File: config.mk
export PLATFORM = sky130hd
export DESIGN_NAME = source_code_token_lexer_core
export DESIGN_NICKNAME = d
export VERILOG_FILES = /design/src/sv/stl_pkg.sv /design/src/sv/stl_front.sv /design/src/sv/stl_queue.sv /design/src/sv/stl_back.sv /design/src/sv/source_code_token_lexer_core.sv
export SDC_FILE = /design/constraint.sdc
export NUM_CORES = 1
export LEC_CHECK = 0
export ABC_CLOCK_PERIOD_IN_PS = 5700
export BUFFER_PORTS_ARGS = -buffer_cell sky130_fd_sc_hd__buf_4
export CAP_MARGIN = 20
export CORE_ASPECT_RATIO = 1.75
export CORE_UTILIZATION = 35
export CTS_BUF_LIST = sky130_fd_sc_hd__clkbuf_8 sky130_fd_sc_hd__clkbuf_16
export DETAILED_ROUTE_END_ITERATION = 10
export GPL_ROUTABILITY_DRIVEN = 0
export MAX_ROUTING_LAYER = met4
export PLACE_DENSITY = 0.59
export SYNTH_ARGS = -nofsm -noshare
export SYNTH_HDL_FRONTEND = slang
export SYNTH_SLANG_ARGS = --single-unit
File: constraint.sdc
create_clock -name clock -period 5.7 [get_ports clock]
set_input_delay 0.57 -clock clock [delete_from_list [all_inputs] [get_ports clock]]
set_output_delay 0.57 -clock clock [all_outputs]
set_load 0.05 [all_outputs]
File: src/sv/stl_pkg.sv
// Shared types, codes and lookup functions for the source code token lexer.
package stl_pkg;

   localparam int MAX_KEYWORD_LEN = 6;
   localparam int WORD_W = 8 * MAX_KEYWORD_LEN;
   localparam int LEN_W = $clog2(MAX_KEYWORD_LEN + 2);
   localparam int TOK_W = 5;
   localparam int NSLOT = 4;
   localparam int SLOT_W = $clog2(NSLOT);
   localparam int Q_DEPTH = 4;
   localparam int PTR_W = $clog2(Q_DEPTH);
   localparam int CNT_W = $clog2(Q_DEPTH + 1);

   localparam logic [TOK_W-1:0] TOK_TYPE   = 5'd0;
   localparam logic [TOK_W-1:0] TOK_FOR    = 5'd1;
   localparam logic [TOK_W-1:0] TOK_WHILE  = 5'd2;
   localparam logic [TOK_W-1:0] TOK_IF     = 5'd3;
   localparam logic [TOK_W-1:0] TOK_ELSE   = 5'd4;
   localparam logic [TOK_W-1:0] TOK_RETURN = 5'd5;
   localparam logic [TOK_W-1:0] TOK_DEF    = 5'd6;
   localparam logic [TOK_W-1:0] TOK_LOGIC  = 5'd7;
   localparam logic [TOK_W-1:0] TOK_CONST  = 5'd8;
   localparam logic [TOK_W-1:0] TOK_BOOL   = 5'd9;
   localparam logic [TOK_W-1:0] TOK_ID     = 5'd10;
   localparam logic [TOK_W-1:0] TOK_NUM    = 5'd11;
   localparam logic [TOK_W-1:0] TOK_EQ     = 5'd12;
   localparam logic [TOK_W-1:0] TOK_ASSIGN = 5'd13;
   localparam logic [TOK_W-1:0] TOK_INC    = 5'd14;
   localparam logic [TOK_W-1:0] TOK_PLUS   = 5'd15;
   localparam logic [TOK_W-1:0] TOK_DEC    = 5'd16;
   localparam logic [TOK_W-1:0] TOK_MINUS  = 5'd17;
   localparam logic [TOK_W-1:0] TOK_LTE    = 5'd18;
   localparam logic [TOK_W-1:0] TOK_LT     = 5'd19;
   localparam logic [TOK_W-1:0] TOK_GTE    = 5'd20;
   localparam logic [TOK_W-1:0] TOK_GT     = 5'd21;
   localparam logic [TOK_W-1:0] TOK_DOT    = 5'd22;
   localparam logic [TOK_W-1:0] TOK_LBR    = 5'd23;
   localparam logic [TOK_W-1:0] TOK_RBR    = 5'd24;
   localparam logic [TOK_W-1:0] TOK_NEQ    = 5'd25;
   localparam logic [TOK_W-1:0] TOK_NOT    = 5'd26;
   localparam logic [TOK_W-1:0] TOK_RAW    = 5'd27;
   localparam logic [TOK_W-1:0] TOK_END    = 5'd28;

   localparam logic [1:0] MODE_IDLE = 2'd0;
   localparam logic [1:0] MODE_WORD = 2'd1;
   localparam logic [1:0] MODE_NUM  = 2'd2;
   localparam logic [1:0] MODE_OP   = 2'd3;

   localparam logic [2:0] OP_NONE  = 3'd0;
   localparam logic [2:0] OP_EQ    = 3'd1;
   localparam logic [2:0] OP_PLUS  = 3'd2;
   localparam logic [2:0] OP_MINUS = 3'd3;
   localparam logic [2:0] OP_LT    = 3'd4;
   localparam logic [2:0] OP_GT    = 3'd5;
   localparam logic [2:0] OP_BANG  = 3'd6;

   typedef struct packed {
      logic [NSLOT-1:0]            mask;
      logic [NSLOT-1:0][TOK_W-1:0] tok;
      logic [7:0]                  raw;
   } entry_type;

   function automatic logic is_alpha(input logic [7:0] c);
      return (c inside {["a":"z"], ["A":"Z"]});
   endfunction

   function automatic logic is_digit(input logic [7:0] c);
      return (c inside {["0":"9"]});
   endfunction

   function automatic logic is_word_char(input logic [7:0] c);
      return is_alpha(c) || is_digit(c) || (c == "_");
   endfunction

   function automatic logic is_dropped(input logic [7:0] c);
      return (c inside {8'd32, [8'd9:8'd13], "(", ")", "{", "}", ";", ","});
   endfunction

   function automatic logic [2:0] op_code(input logic [7:0] c);
      logic [2:0] r;
      case (c)
         "=":     r = OP_EQ;
         "+":     r = OP_PLUS;
         "-":     r = OP_MINUS;
         "<":     r = OP_LT;
         ">":     r = OP_GT;
         "!":     r = OP_BANG;
         default: r = OP_NONE;
      endcase
      return r;
   endfunction

   function automatic logic [7:0] op_second(input logic [2:0] op);
      logic [7:0] r;
      case (op)
         OP_PLUS:  r = "+";
         OP_MINUS: r = "-";
         OP_EQ, OP_LT, OP_GT, OP_BANG: r = "=";
         default:  r = 8'd0;
      endcase
      return r;
   endfunction

   function automatic logic [TOK_W-1:0] op_double(input logic [2:0] op);
      logic [TOK_W-1:0] r;
      case (op)
         OP_EQ:    r = TOK_EQ;
         OP_PLUS:  r = TOK_INC;
         OP_MINUS: r = TOK_DEC;
         OP_LT:    r = TOK_LTE;
         OP_GT:    r = TOK_GTE;
         OP_BANG:  r = TOK_NEQ;
         default:  r = TOK_ID;
      endcase
      return r;
   endfunction

   function automatic logic [TOK_W-1:0] op_single(input logic [2:0] op);
      logic [TOK_W-1:0] r;
      case (op)
         OP_EQ:    r = TOK_ASSIGN;
         OP_PLUS:  r = TOK_PLUS;
         OP_MINUS: r = TOK_MINUS;
         OP_LT:    r = TOK_LT;
         OP_GT:    r = TOK_GT;
         OP_BANG:  r = TOK_NOT;
         default:  r = TOK_ID;
      endcase
      return r;
   endfunction

   // Word bytes are right aligned, first byte highest; unused leading bytes are zero.
   function automatic logic [TOK_W-1:0] kw_lookup(input logic [WORD_W-1:0] word,
                                                  input logic [LEN_W-1:0] len);
      logic [TOK_W-1:0] r;
      if (len > LEN_W'(MAX_KEYWORD_LEN)) begin
         r = TOK_ID;
      end else begin
         case (word)
            WORD_W'("int"), WORD_W'("float"), WORD_W'("double"), WORD_W'("char"),
            WORD_W'("void"), WORD_W'("long"), WORD_W'("bool"), WORD_W'("string"),
            WORD_W'("vector"), WORD_W'("map"), WORD_W'("set"), WORD_W'("list"),
            WORD_W'("dict"), WORD_W'("tuple"): r = TOK_TYPE;
            WORD_W'("for"):    r = TOK_FOR;
            WORD_W'("while"):  r = TOK_WHILE;
            WORD_W'("if"):     r = TOK_IF;
            WORD_W'("else"), WORD_W'("elif"): r = TOK_ELSE;
            WORD_W'("return"): r = TOK_RETURN;
            WORD_W'("def"), WORD_W'("class"): r = TOK_DEF;
            WORD_W'("and"), WORD_W'("or"), WORD_W'("not"): r = TOK_LOGIC;
            WORD_W'("const"):  r = TOK_CONST;
            WORD_W'("true"), WORD_W'("false"), WORD_W'("True"), WORD_W'("False"):
               r = TOK_BOOL;
            default:           r = TOK_ID;
         endcase
      end
      return r;
   endfunction

endpackage

File: src/sv/stl_front.sv
// Front end: accepts bytes, tracks lexer state and builds the token group of each byte.
module stl_front (
   input  logic                clock,
   input  logic                reset,
   input  logic                req_valid,
   output logic                req_ready,
   input  logic [7:0]          req_ch,
   input  logic                req_end_of_text,
   input  logic                q_full,
   output logic                push_valid,
   output stl_pkg::entry_type  push_entry
);
   import stl_pkg::*;

   logic [1:0]        mode_ff, mode_in;
   logic [2:0]        op_ff, op_in;
   logic [WORD_W-1:0] buf_ff, buf_in;
   logic [LEN_W-1:0]  len_ff, len_in;
   logic              consumed;
   logic              xfer;
   entry_type         ent;

   assign req_ready = !q_full;
   assign xfer = req_valid && req_ready;

   always_comb begin
      mode_in = mode_ff;
      op_in = op_ff;
      buf_in = buf_ff;
      len_in = len_ff;
      consumed = 1'b0;
      ent = '0;

      case (mode_ff)
         MODE_OP: begin
            if (op_ff != OP_NONE && req_ch == op_second(op_ff)) begin
               ent.mask[0] = 1'b1;
               ent.tok[0] = op_double(op_ff);
               consumed = 1'b1;
            end else if (op_ff != OP_NONE) begin
               ent.mask[0] = 1'b1;
               ent.tok[0] = op_single(op_ff);
            end
            mode_in = MODE_IDLE;
            op_in = OP_NONE;
         end
         MODE_WORD: begin
            if (is_word_char(req_ch)) begin
               if (len_ff < LEN_W'(MAX_KEYWORD_LEN)) begin
                  buf_in = {buf_ff[WORD_W-9:0], req_ch};
                  len_in = len_ff + LEN_W'(1);
               end else begin
                  len_in = LEN_W'(MAX_KEYWORD_LEN + 1);
               end
               consumed = 1'b1;
            end else begin
               ent.mask[0] = 1'b1;
               ent.tok[0] = kw_lookup(buf_ff, len_ff);
               mode_in = MODE_IDLE;
               op_in = OP_NONE;
               buf_in = '0;
               len_in = '0;
            end
         end
         MODE_NUM: begin
            if (is_digit(req_ch) || req_ch == ".") begin
               consumed = 1'b1;
            end else begin
               ent.mask[0] = 1'b1;
               ent.tok[0] = TOK_NUM;
               mode_in = MODE_IDLE;
               op_in = OP_NONE;
               buf_in = '0;
               len_in = '0;
            end
         end
         default: begin
         end
      endcase

      if (!consumed && !is_dropped(req_ch)) begin
         if (is_alpha(req_ch) || req_ch == "_") begin
            mode_in = MODE_WORD;
            buf_in = WORD_W'(req_ch);
            len_in = LEN_W'(1);
         end else if (is_digit(req_ch)) begin
            mode_in = MODE_NUM;
         end else if (op_code(req_ch) != OP_NONE) begin
            mode_in = MODE_OP;
            op_in = op_code(req_ch);
         end else begin
            ent.mask[1] = 1'b1;
            case (req_ch)
               ".":     ent.tok[1] = TOK_DOT;
               "[":     ent.tok[1] = TOK_LBR;
               "]":     ent.tok[1] = TOK_RBR;
               default: begin
                  ent.tok[1] = TOK_RAW;
                  ent.raw = req_ch;
               end
            endcase
         end
      end

      if (req_end_of_text) begin
         case (mode_in)
            MODE_WORD: begin
               ent.mask[2] = 1'b1;
               ent.tok[2] = kw_lookup(buf_in, len_in);
            end
            MODE_NUM: begin
               ent.mask[2] = 1'b1;
               ent.tok[2] = TOK_NUM;
            end
            MODE_OP: begin
               ent.mask[2] = (op_in != OP_NONE);
               ent.tok[2] = op_single(op_in);
            end
            default: begin
            end
         endcase
         ent.mask[3] = 1'b1;
         ent.tok[3] = TOK_END;
         mode_in = MODE_IDLE;
         op_in = OP_NONE;
         buf_in = '0;
         len_in = '0;
      end
   end

   assign push_valid = xfer && (ent.mask != '0);
   assign push_entry = ent;

   always_ff @(posedge clock) begin
      if (reset) begin
         mode_ff <= MODE_IDLE;
         op_ff <= OP_NONE;
         buf_ff <= '0;
         len_ff <= '0;
      end else if (xfer) begin
         mode_ff <= mode_in;
         op_ff <= op_in;
         buf_ff <= buf_in;
         len_ff <= len_in;
      end
   end

endmodule

File: src/sv/stl_queue.sv
// Small queue of token groups between the front end and the output serializer.
module stl_queue (
   input  logic                clock,
   input  logic                reset,
   input  logic                push,
   input  stl_pkg::entry_type  push_entry,
   input  logic                pop,
   output stl_pkg::entry_type  head,
   output logic                empty,
   output logic                full
);
   import stl_pkg::*;

   entry_type         mem_ff [Q_DEPTH];
   logic [PTR_W-1:0]  wr_ptr_ff, rd_ptr_ff;
   logic [CNT_W-1:0]  count_ff;

   assign empty = (count_ff == '0);
   assign full = (count_ff == CNT_W'(Q_DEPTH));
   assign head = mem_ff[rd_ptr_ff];

   always_ff @(posedge clock) begin
      if (push) begin
         mem_ff[wr_ptr_ff] <= push_entry;
      end
   end

   always_ff @(posedge clock) begin
      if (reset) begin
         wr_ptr_ff <= '0;
         rd_ptr_ff <= '0;
         count_ff <= '0;
      end else begin
         if (push) begin
            wr_ptr_ff <= wr_ptr_ff + PTR_W'(1);
         end
         if (pop) begin
            rd_ptr_ff <= rd_ptr_ff + PTR_W'(1);
         end
         if (push && !pop) begin
            count_ff <= count_ff + CNT_W'(1);
         end else if (pop && !push) begin
            count_ff <= count_ff - CNT_W'(1);
         end
      end
   end

   a_no_push_full: assert property (@(posedge clock) disable iff (reset) push |-> !full)
      else $error("queue push while full");
   a_no_pop_empty: assert property (@(posedge clock) disable iff (reset) pop |-> !empty)
      else $error("queue pop while empty");
   a_count_ptrs: assert property (@(posedge clock) disable iff (reset)
      (wr_ptr_ff - rd_ptr_ff) == count_ff[PTR_W-1:0])
      else $error("queue count disagrees with pointers");
   a_push_nonempty: assert property (@(posedge clock) disable iff (reset)
      push |=> !empty)
      else $error("queue empty after push");

endmodule

File: src/sv/stl_back.sv
// Back end: sends the tokens of the head group one per transfer and marks the last one.
module stl_back (
   input  logic                    clock,
   input  logic                    reset,
   input  stl_pkg::entry_type      head,
   input  logic                    empty,
   output logic                    pop,
   output logic                    rsp_valid,
   input  logic                    rsp_ready,
   output logic [stl_pkg::TOK_W-1:0] rsp_token,
   output logic [7:0]              rsp_raw_char,
   output logic                    rsp_last
);
   import stl_pkg::*;

   logic [NSLOT-1:0]  sent_ff, sent_in;
   logic [NSLOT-1:0]  remaining;
   logic [NSLOT-1:0]  sel_hot;
   logic [SLOT_W-1:0] sel;
   logic              xfer;

   assign remaining = head.mask & ~sent_ff;

   always_comb begin
      sel = '0;
      for (int i = NSLOT - 1; i >= 0; i--) begin
         if (remaining[i]) begin
            sel = SLOT_W'(i);
         end
      end
   end

   assign sel_hot = NSLOT'(1) << sel;
   assign rsp_valid = !empty;
   assign rsp_token = head.tok[sel];
   assign rsp_raw_char = (head.tok[sel] == TOK_RAW) ? head.raw : 8'd0;
   assign rsp_last = ((remaining & ~sel_hot) == '0);
   assign xfer = rsp_valid && rsp_ready;
   assign pop = xfer && rsp_last;
   assign sent_in = pop ? '0 : (sent_ff | sel_hot);

   always_ff @(posedge clock) begin
      if (reset) begin
         sent_ff <= '0;
      end else if (xfer) begin
         sent_ff <= sent_in;
      end
   end

   a_head_has_token: assert property (@(posedge clock) disable iff (reset)
      !empty |-> remaining != '0)
      else $error("head group has no token left to send");
   a_hold_payload: assert property (@(posedge clock) disable iff (reset)
      rsp_valid && !rsp_ready |=> rsp_valid && $stable(rsp_token)
         && $stable(rsp_raw_char) && $stable(rsp_last))
      else $error("result changed while waiting");
   a_pop_on_last: assert property (@(posedge clock) disable iff (reset)
      pop |-> rsp_valid && rsp_last)
      else $error("group popped before its last token");

endmodule

File: src/sv/source_code_token_lexer_core.sv
// Source code token lexer: one byte of text in, normalized token codes out.
// Input channel req_*: one byte (req_ch) per transfer; req_end_of_text marks
// the final byte, which flushes any pending word, number or operator and
// appends an END token.
// Result channel rsp_*: one token per transfer; rsp_raw_char carries the byte
// for raw tokens and is zero otherwise; rsp_last flags the final token caused
// by one input byte. A byte may cause no tokens (whitespace, dropped
// punctuation, a byte that extends a word or number).
// A byte is classified in the cycle it is taken; its tokens can appear on
// rsp_* the next cycle. Throughput is one byte per cycle as long as each byte
// yields at most one token; a byte with n tokens occupies the result channel
// for n transfers. A four-entry queue of token groups sits between the
// front end and the serializer, so bytes keep flowing while the receiver
// stalls until the queue fills, at which point req_ready drops.
// Synchronous reset returns the lexer to idle, with no pending word or
// operator, and empties the queue.
module source_code_token_lexer_core (
   input  logic                      clock,
   input  logic                      reset,
   input  logic                      req_valid,
   output logic                      req_ready,
   input  logic [7:0]                req_ch,
   input  logic                      req_end_of_text,
   output logic                      rsp_valid,
   input  logic                      rsp_ready,
   output logic [stl_pkg::TOK_W-1:0] rsp_token,
   output logic [7:0]                rsp_raw_char,
   output logic                      rsp_last
);
   import stl_pkg::*;

   entry_type push_entry;
   entry_type head;
   logic      push_valid;
   logic      pop;
   logic      empty;
   logic      full;

   stl_front u_front (
      .clock           (clock),
      .reset           (reset),
      .req_valid       (req_valid),
      .req_ready       (req_ready),
      .req_ch          (req_ch),
      .req_end_of_text (req_end_of_text),
      .q_full          (full),
      .push_valid      (push_valid),
      .push_entry      (push_entry)
   );

   stl_queue u_queue (
      .clock      (clock),
      .reset      (reset),
      .push       (push_valid),
      .push_entry (push_entry),
      .pop        (pop),
      .head       (head),
      .empty      (empty),
      .full       (full)
   );

   stl_back u_back (
      .clock        (clock),
      .reset        (reset),
      .head         (head),
      .empty        (empty),
      .pop          (pop),
      .rsp_valid    (rsp_valid),
      .rsp_ready    (rsp_ready),
      .rsp_token    (rsp_token),
      .rsp_raw_char (rsp_raw_char),
      .rsp_last     (rsp_last)
   );

endmodule
==> results of run 1 <==
[area by class of cell]
class	instances	area, sq um	area share
multi-input combinational	1004	6730	0.521
sequential	173	4510	0.349
tap	405	507	0.0392
timing repair buffer	61	458	0.0354
clock buffer	17	425	0.0329
clock inverter	15	149	0.0115
inverter	39	146	0.0113
[metal layers]
| metal | routed length, microns | vias up | part of all wire | GRT usage |
|---|---|---|---|---|
| li1 | - | 5021 | - | - |
| met1 | 15100 | 5460 | 0.33 | 0.273 |
| met2 | 22500 | 693 | 0.49 | 0.473 |
| met3 | 3570 | 317 | 0.078 | 0.0670 |
| met4 | 4350 | 0 | 0.096 | 0.222 |
| met5 | 0 | - | 0 | - |
[synthesized netlist by cell type (8+ instances only)]
master,instances
a221o_1,9
nor4_1,35
nor2b_1,29
dfxtp_1,69
and2_1,21
nor3_1,48
o211ai_1,18
buf_2,14
nand2_1,107
nand4_1,26
or2_2,11
edfxtp_1,104
a21o_1,10
ha_1,15
a22oi_1,51
a211oi_1,11
nor2_1,142
inv_1,39
and3_1,21
o31ai_1,10
a22o_1,8
mux4_2,26
mux2i_1,8
a21oi_1,50
o21ai_0,53
nand3b_1,14
or3_1,12
clkbuf_1,79
nand2b_1,26
nand3_1,61
a31oi_1,12
[power groups by stage]
stage | registers (mW) | clock network [mW] | logic, mW
4_1_cts | 1.48 | 1.19 | 1.07
2_1_floorplan | 1.48 | 0 | 0.790
6_report | 1.48 | 1.17 | 1.06
3_3_place_gp | 1.50 | 0 | 1.06
3_5_place_dp | 1.51 | 0 | 1.07
5_1_grt | 1.49 | 1.23 | 1.14
[through the flow]
| stage | utilization | cell area [sq um] | hold WS [ns] | total power [mW] | setup slack (ns) |
|---|---|---|---|---|---|
| 2_1_floorplan | - | 11800 | 0.428 | 2.28 | 0.564 |
| 3_3_place_gp | 0.373 | 12300 | 0.441 | 2.57 | 0.398 |
| 3_5_place_dp | 0.373 | 12300 | 0.445 | 2.58 | 0.442 |
| 4_1_cts | 0.391 | 12900 | 0.354 | 3.75 | 0.648 |
| 5_1_grt | 0.391 | 12900 | 0.371 | 3.86 | 0.397 |
| 6_report | 0.391 | 12900 | 0.379 | 3.70 | 0.607 |
[path summary, 6_finish.rpt]
check | start | cells after the start | slack [ns] | end
max | u_front.mode_ff[0] | 11 | 0.61 | u_queue.mem_ff[0][21]
min | req_ch[7] | 1 | 0.38 | u_queue.mem_ff[0][7]
max reg2reg | u_front.mode_ff[0] | 11 | 0.61 | u_queue.mem_ff[0][21]
min reg2reg | u_back.sent_ff[1] | 2 | 0.46 | u_back.sent_ff[1]
[registers in the layout (all words and copies together), names as in the netlist, named ones only]
signal	cells
u_queue.mem_ff	104
u_front.len_ff	3
u_front.mode_ff	2
u_queue.count_ff	3
u_queue.rd_ptr_ff	2
u_front.op_ff	3
u_queue.wr_ptr_ff	2
u_back.sent_ff	4
u_front.buf_ff	48
[cells by family after synthesis]
| kind of cell | Yosys count | synth area share |
|---|---|---|
| xor gates and xnor gates | 11 | 0.00819 |
| AOI/OAI and AO/OA | 339 | 0.213 |
| and+or+nand+nor | 600 | 0.271 |
| buffers and inverters | 138 | 0.0462 |
| adders and majority gates | 17 | 0.0185 |
| muxes | 37 | 0.0595 |
| DFF | 173 | 0.383 |
==> impl_metrics.env, run 1 <==
export IMPL_via_per_inst=6.70
export IMPL_internal_power_mw=2.45
export IMPL_synth_edff_count=104
export IMPL_synth_warnings=0
export IMPL_cts_buffers=17
export IMPL_p_clk_frac=0.315
export IMPL_synth_nets=1344
export IMPL_antennaDiodeCount=0
export IMPL_cp_cell_sequence="ha_1 > and3_1 > o21ai_0 > o2111ai_1 > o2111ai_1 > or3_1 > nor4_1 > a2bb2oi_1 > o31ai_1 > a2111o_1 > o21ai_1"
export IMPL_die_h_microns=244
export IMPL_maxCapViolCount=0
export IMPL_core_area_sq_mm=0.0330
export IMPL_netlist_area_leader_share=0.266
export IMPL_cp_max_fo=16
export IMPL_async_flop_share=0
export IMPL_clockRootBuffer="clkbuf_16"
export IMPL_slew_headroom=0.115
export IMPL_dp_cells=1681
export IMPL_cts_hold_buf=0
export IMPL_grt_first_pass_wirelength_microns=68800
export IMPL_cts_tree="yes"
export IMPL_drive_gt1_frac=0.122
export IMPL_grt_max_degree=66
export IMPL_power_share_sequential=0.399
export IMPL_synthCells=1315
export IMPL_nets=1325
export IMPL_critical_path_slowest_cell="o2111ai_1"
export IMPL_tightest_slew_ns=1.33
export IMPL_yosys_most_used_dff="edfxtp_1"
export IMPL_end_kind="register"
export IMPL_crit_required_ns=5.88
export IMPL_hold_viol_final=0
export IMPL_fmax_ghz=0.196
export IMPL_worstSkewPairLatency_ns=0.46
export IMPL_antenna_found_initial=0
export IMPL_power_switching_mw=1.25
export IMPL_skew_ns=0.0108
export IMPL_setup_tns_ns=0
export IMPL_synth_cell_types=97
export IMPL_critical_path_arrival_ns=5.27
export IMPL_vdd_ir_drop_worst_mv=0.231
export IMPL_path_class="register to register"
export IMPL_post_cts_setup_buffers=0
export IMPL_final_cells=1714
export IMPL_clock_sinks=173
export IMPL_post_cts_resized=0
export IMPL_fin_crit_sh=0.894
export IMPL_ant_nets=0
export IMPL_mostFrequentLayoutCells="nor2_1, nand2_1, edfxtp_1"
export IMPL_io_pins=29
export IMPL_vias=11491
export IMPL_startpoint_type="register"
export IMPL_cpMostUsedCell="o2111ai_1"
export IMPL_clk_path_buf_depth=2
export IMPL_path_buf_inv=0
export IMPL_setup_viol=0
export IMPL_wirelength_microns=45500
export IMPL_grt_pass1_vias=11170
export IMPL_hold_class="input port to register"
export IMPL_rows=88
export IMPL_port_buffers=28
export IMPL_max_stage_delay_ns=0.73
export IMPL_final_common_cell="nor2_1"
export IMPL_outcome="completed"
export IMPL_drv_slew=0
export IMPL_p_sw_frac=0.337
export IMPL_critical_path_top_delay_family="compound AO/OA/AOI/OAI gates"
export IMPL_rsz0062_at_grt="no"
export IMPL_path_clk_slew_ns=0.07
export IMPL_drc_errors=0
export IMPL_start_util=0.356
export IMPL_drt_wirelength_per_cell_microns=26.5
export IMPL_ys_seq_area_frac=0.383
export IMPL_h_tree_depth=4
export IMPL_combinationalPowerShare=0.286
export IMPL_ys_ff_latch=173
export IMPL_track_usage=0.279
export IMPL_die_area_sq_mm=0.0344
export IMPL_cellPowerDensity_mw_per_mm2=287
export IMPL_overflow=0
export IMPL_fill_cells=3309
export IMPL_hpwl_microns=32500
export IMPL_fp_dieW_microns=141
export IMPL_synth_area_leaders="edfxtp_1, dfxtp_1, mux4_2"
export IMPL_syn_to_final_growth_pct=9.90
export IMPL_syn_avg_cell_area_sq_um=8.94
export IMPL_drtIter0Drc=1289
export IMPL_finalCriticalPeriod_ns=5.09
export IMPL_yosysTopAreaCell="edfxtp_1"
export IMPL_first_pass_iters=6
export IMPL_leakage_nw=4.13
export IMPL_syn_area_sq_mm=0.0118
Power figures use the tool's default switching activity.
==> run 2, diff against run 1 <==
Settings changed: CELL_PAD_IN_SITES_DETAIL_PLACEMENT set to 0, CELL_PAD_IN_SITES_GLOBAL_PLACEMENT set to 1, PLACE_DENSITY 0.59 to 0.69, SYNTH_HIERARCHICAL set to 1, TNS_END_PERCENT set to 10.
==> run 2 against run 1 <==
- via count down 2.2%
- synthesized cell count down 0.38%
- die area up 5.8%
- clock power up 6%
- power up 10%
- routed wire length up 1.1%
- setup slack worse by 0.27 ns
- non-clock buffer count down 3
- final cell count up 2.6%
- count of clock-buffer cells in the layout unchanged
- clock skew up 0.0029 ns
- critical path type unchanged
- largest cell class unchanged
==> impl_metrics.env, run 2 <==
export IMPL_grt_max_degree=66
export IMPL_rows=91
export IMPL_clock_sinks=197
export IMPL_synth_cell_types=105
export IMPL_drt_wirelength_per_cell_microns=26.1
export IMPL_yosysTopAreaCell="edfxtp_1"
export IMPL_synth_warnings=6
export IMPL_finalCriticalPeriod_ns=5.37
export IMPL_drv_slew=0
export IMPL_maxCapViolCount=0
export IMPL_hpwl_microns=33100
export IMPL_slew_headroom=0.204
export IMPL_crit_required_ns=5.88
export IMPL_syn_to_final_growth_pct=8.86
export IMPL_clockRootBuffer="clkbuf_16"
export IMPL_grt_first_pass_wirelength_microns=69000
export IMPL_yosys_most_used_dff="edfxtp_1"
export IMPL_mostFrequentLayoutCells="nor2_1, edfxtp_1, nand2_1"
export IMPL_nets=1309
export IMPL_p_clk_frac=0.303
export IMPL_drc_errors=0
export IMPL_port_buffers=28
export IMPL_p_sw_frac=0.353
export IMPL_cts_buffers=17
export IMPL_ys_seq_area_frac=0.420
export IMPL_layout_setup_ws_ns=0.332
export IMPL_netlist_area_leader_share=0.309
export IMPL_cts_tree="yes"
export IMPL_outcome="completed"
export IMPL_dp_cells=1726
export IMPL_synth_commonest_cells="nor2_1, edfxtp_1, nand2_1"
export IMPL_final_util=0.385
export IMPL_final_cells=1758
export IMPL_drtIter0Drc=1097
export IMPL_design_area_sq_mm=0.0136
export IMPL_tightest_slew_ns=1.18
export IMPL_vdd_ir_drop_worst_mv=0.200
export IMPL_die_h_microns=251
export IMPL_antennaDiodeCount=0
export IMPL_hold_viol_final=0
export IMPL_via_per_inst=6.39
export IMPL_wirelength_microns=46000
export IMPL_start_util=0.354
export IMPL_h_tree_depth=4
export IMPL_leakage_nw=4.16
export IMPL_ys_ff_latch=197
export IMPL_core_area_sq_mm=0.0352
export IMPL_die_area_sq_mm=0.0364
export IMPL_post_cts_setup_buffers=0
export IMPL_path_class="register to register"
export IMPL_power_switching_mw=1.44
export IMPL_syn_area_sq_mm=0.0124
export IMPL_holdWs_ns=0.385
export IMPL_dpl_worst_slack_ns=0.510
export IMPL_fin_crit_sh=0.942
export IMPL_synthCells=1310
export IMPL_combinationalPowerShare=0.279
export IMPL_syn_avg_cell_area_sq_um=9.50
export IMPL_synth_edff_count=128
export IMPL_post_cts_resized=0
export IMPL_first_pass_iters=6
export IMPL_hold_class="input port to register"
export IMPL_setup_viol=0
export IMPL_r2r_slack_ns=0.33
export IMPL_skew_ns=0.0137
export IMPL_setup_tns_ns=0
export IMPL_drive_gt1_frac=0.127
export IMPL_track_usage=0.269
export IMPL_antenna_found_initial=0
export IMPL_overflow=0
export IMPL_internal_power_mw=2.64
export IMPL_grt_pass1_vias=11006
export IMPL_vias=11233
export IMPL_cp_max_fo=41
export IMPL_final_common_cell="nor2_1"
export IMPL_async_flop_share=0
export IMPL_top_register="u_queue/mem_ff"
export IMPL_synth_area_leaders="edfxtp_1, dfxtp_1, mux4_2"
export IMPL_clk_path_buf_depth=2
export IMPL_path_clk_slew_ns=0.08
export IMPL_critical_path_arrival_ns=5.55
export IMPL_reg_top3="u_queue/mem_ff x128, u_front/buf_ff x48, u_back/sent_ff x4"
export IMPL_startpoint_type="register"
export IMPL_end_kind="register"
export IMPL_cellPowerDensity_mw_per_mm2=302
export IMPL_cts_hold_buf=0
export IMPL_ant_nets=0
export IMPL_fmax_ghz=0.186
export IMPL_rsz0062_at_grt="no"
export IMPL_yosysMostFrequentCell="nor2_1"
export IMPL_dpl_cell_area_sq_mm=0.0130
export IMPL_fp_dieW_microns=145
export IMPL_largest_register_ffs=128
export IMPL_power_share_sequential=0.418
export IMPL_worstSkewPairLatency_ns=0.47
export IMPL_io_pins=29
export IMPL_total_power_mw=4.09
==> run 2: cell families (layout without fill, tap and decap cells) <==
logic type               after synthesis  after routing  share of synthesized area
other                                  1              2                   0.000301
multiplexers                          38             38                     0.0634
flip-flops                           197            197                      0.420
AND/OR/NAND/NOR                      583            583                      0.244
AO/OA/AOI/OAI                        324            324                      0.192
buffers and inverters                136            118                     0.0533
XOR/XNOR                              13             13                    0.00915
adder cells (fa/ha/maj)               18             18                     0.0183
==> run 2: critical path: stages, from the launching register on <==
cell and delay [ns]:
dfxtp_1 0.43, inv_1 0.09, ha_1 0.38, and3_1 0.32
o31a_2 0.77, a21oi_1 0.20, a222oi_1 0.31, buf_4 0.20
nand4_1 0.46, nor4_1 1.15, a311oi_1 0.21, o2111ai_1 0.36
a21oi_1 0.19
==> run 2: final timing paths <==
check	startpoint	endpoint	cells after the start
worst max register to register	u_front/mode_ff[0]	u_queue/mem_ff[2][19]	12
worst min register to register	u_back/sent_ff[0]	u_back/sent_ff[0]	2
worst min-delay path	req_ch[7]	u_queue/mem_ff[2][7]	1
worst max-delay path	u_front/mode_ff[0]	u_queue/mem_ff[2][19]	12
==> run 2: cell type report <==
cell class,instances,area [sq um]
timing repair buffer,58,435
clock buffer,17,425
sequential,197,5230
clock inverter,15,174
tap,465,582
inverter,28,105
multi-input combinational,978,6600
fill,3526,21600
==> run 2: power by group through the flow <==
stage / combinational, mW / clock, mW / sequential [mW]
floorplan: 0.886 / 0 / 1.71
global placement: 1.15 / 0 / 1.74
detailed placement: 1.16 / 0 / 1.75
CTS: 1.16 / 1.26 / 1.71
global route: 1.23 / 1.31 / 1.73
finish: 1.14 / 1.24 / 1.71
==> run 2: routing by layer <==
layer | track usage | vias to the layer above | share of wire
li1 | - | 4965 | -
met1 | 0.263 | 5462 | 0.34
met2 | 0.467 | 563 | 0.53
met3 | 0.0421 | 243 | 0.050
met4 | 0.211 | 0 | 0.086
met5 | - | - | 0
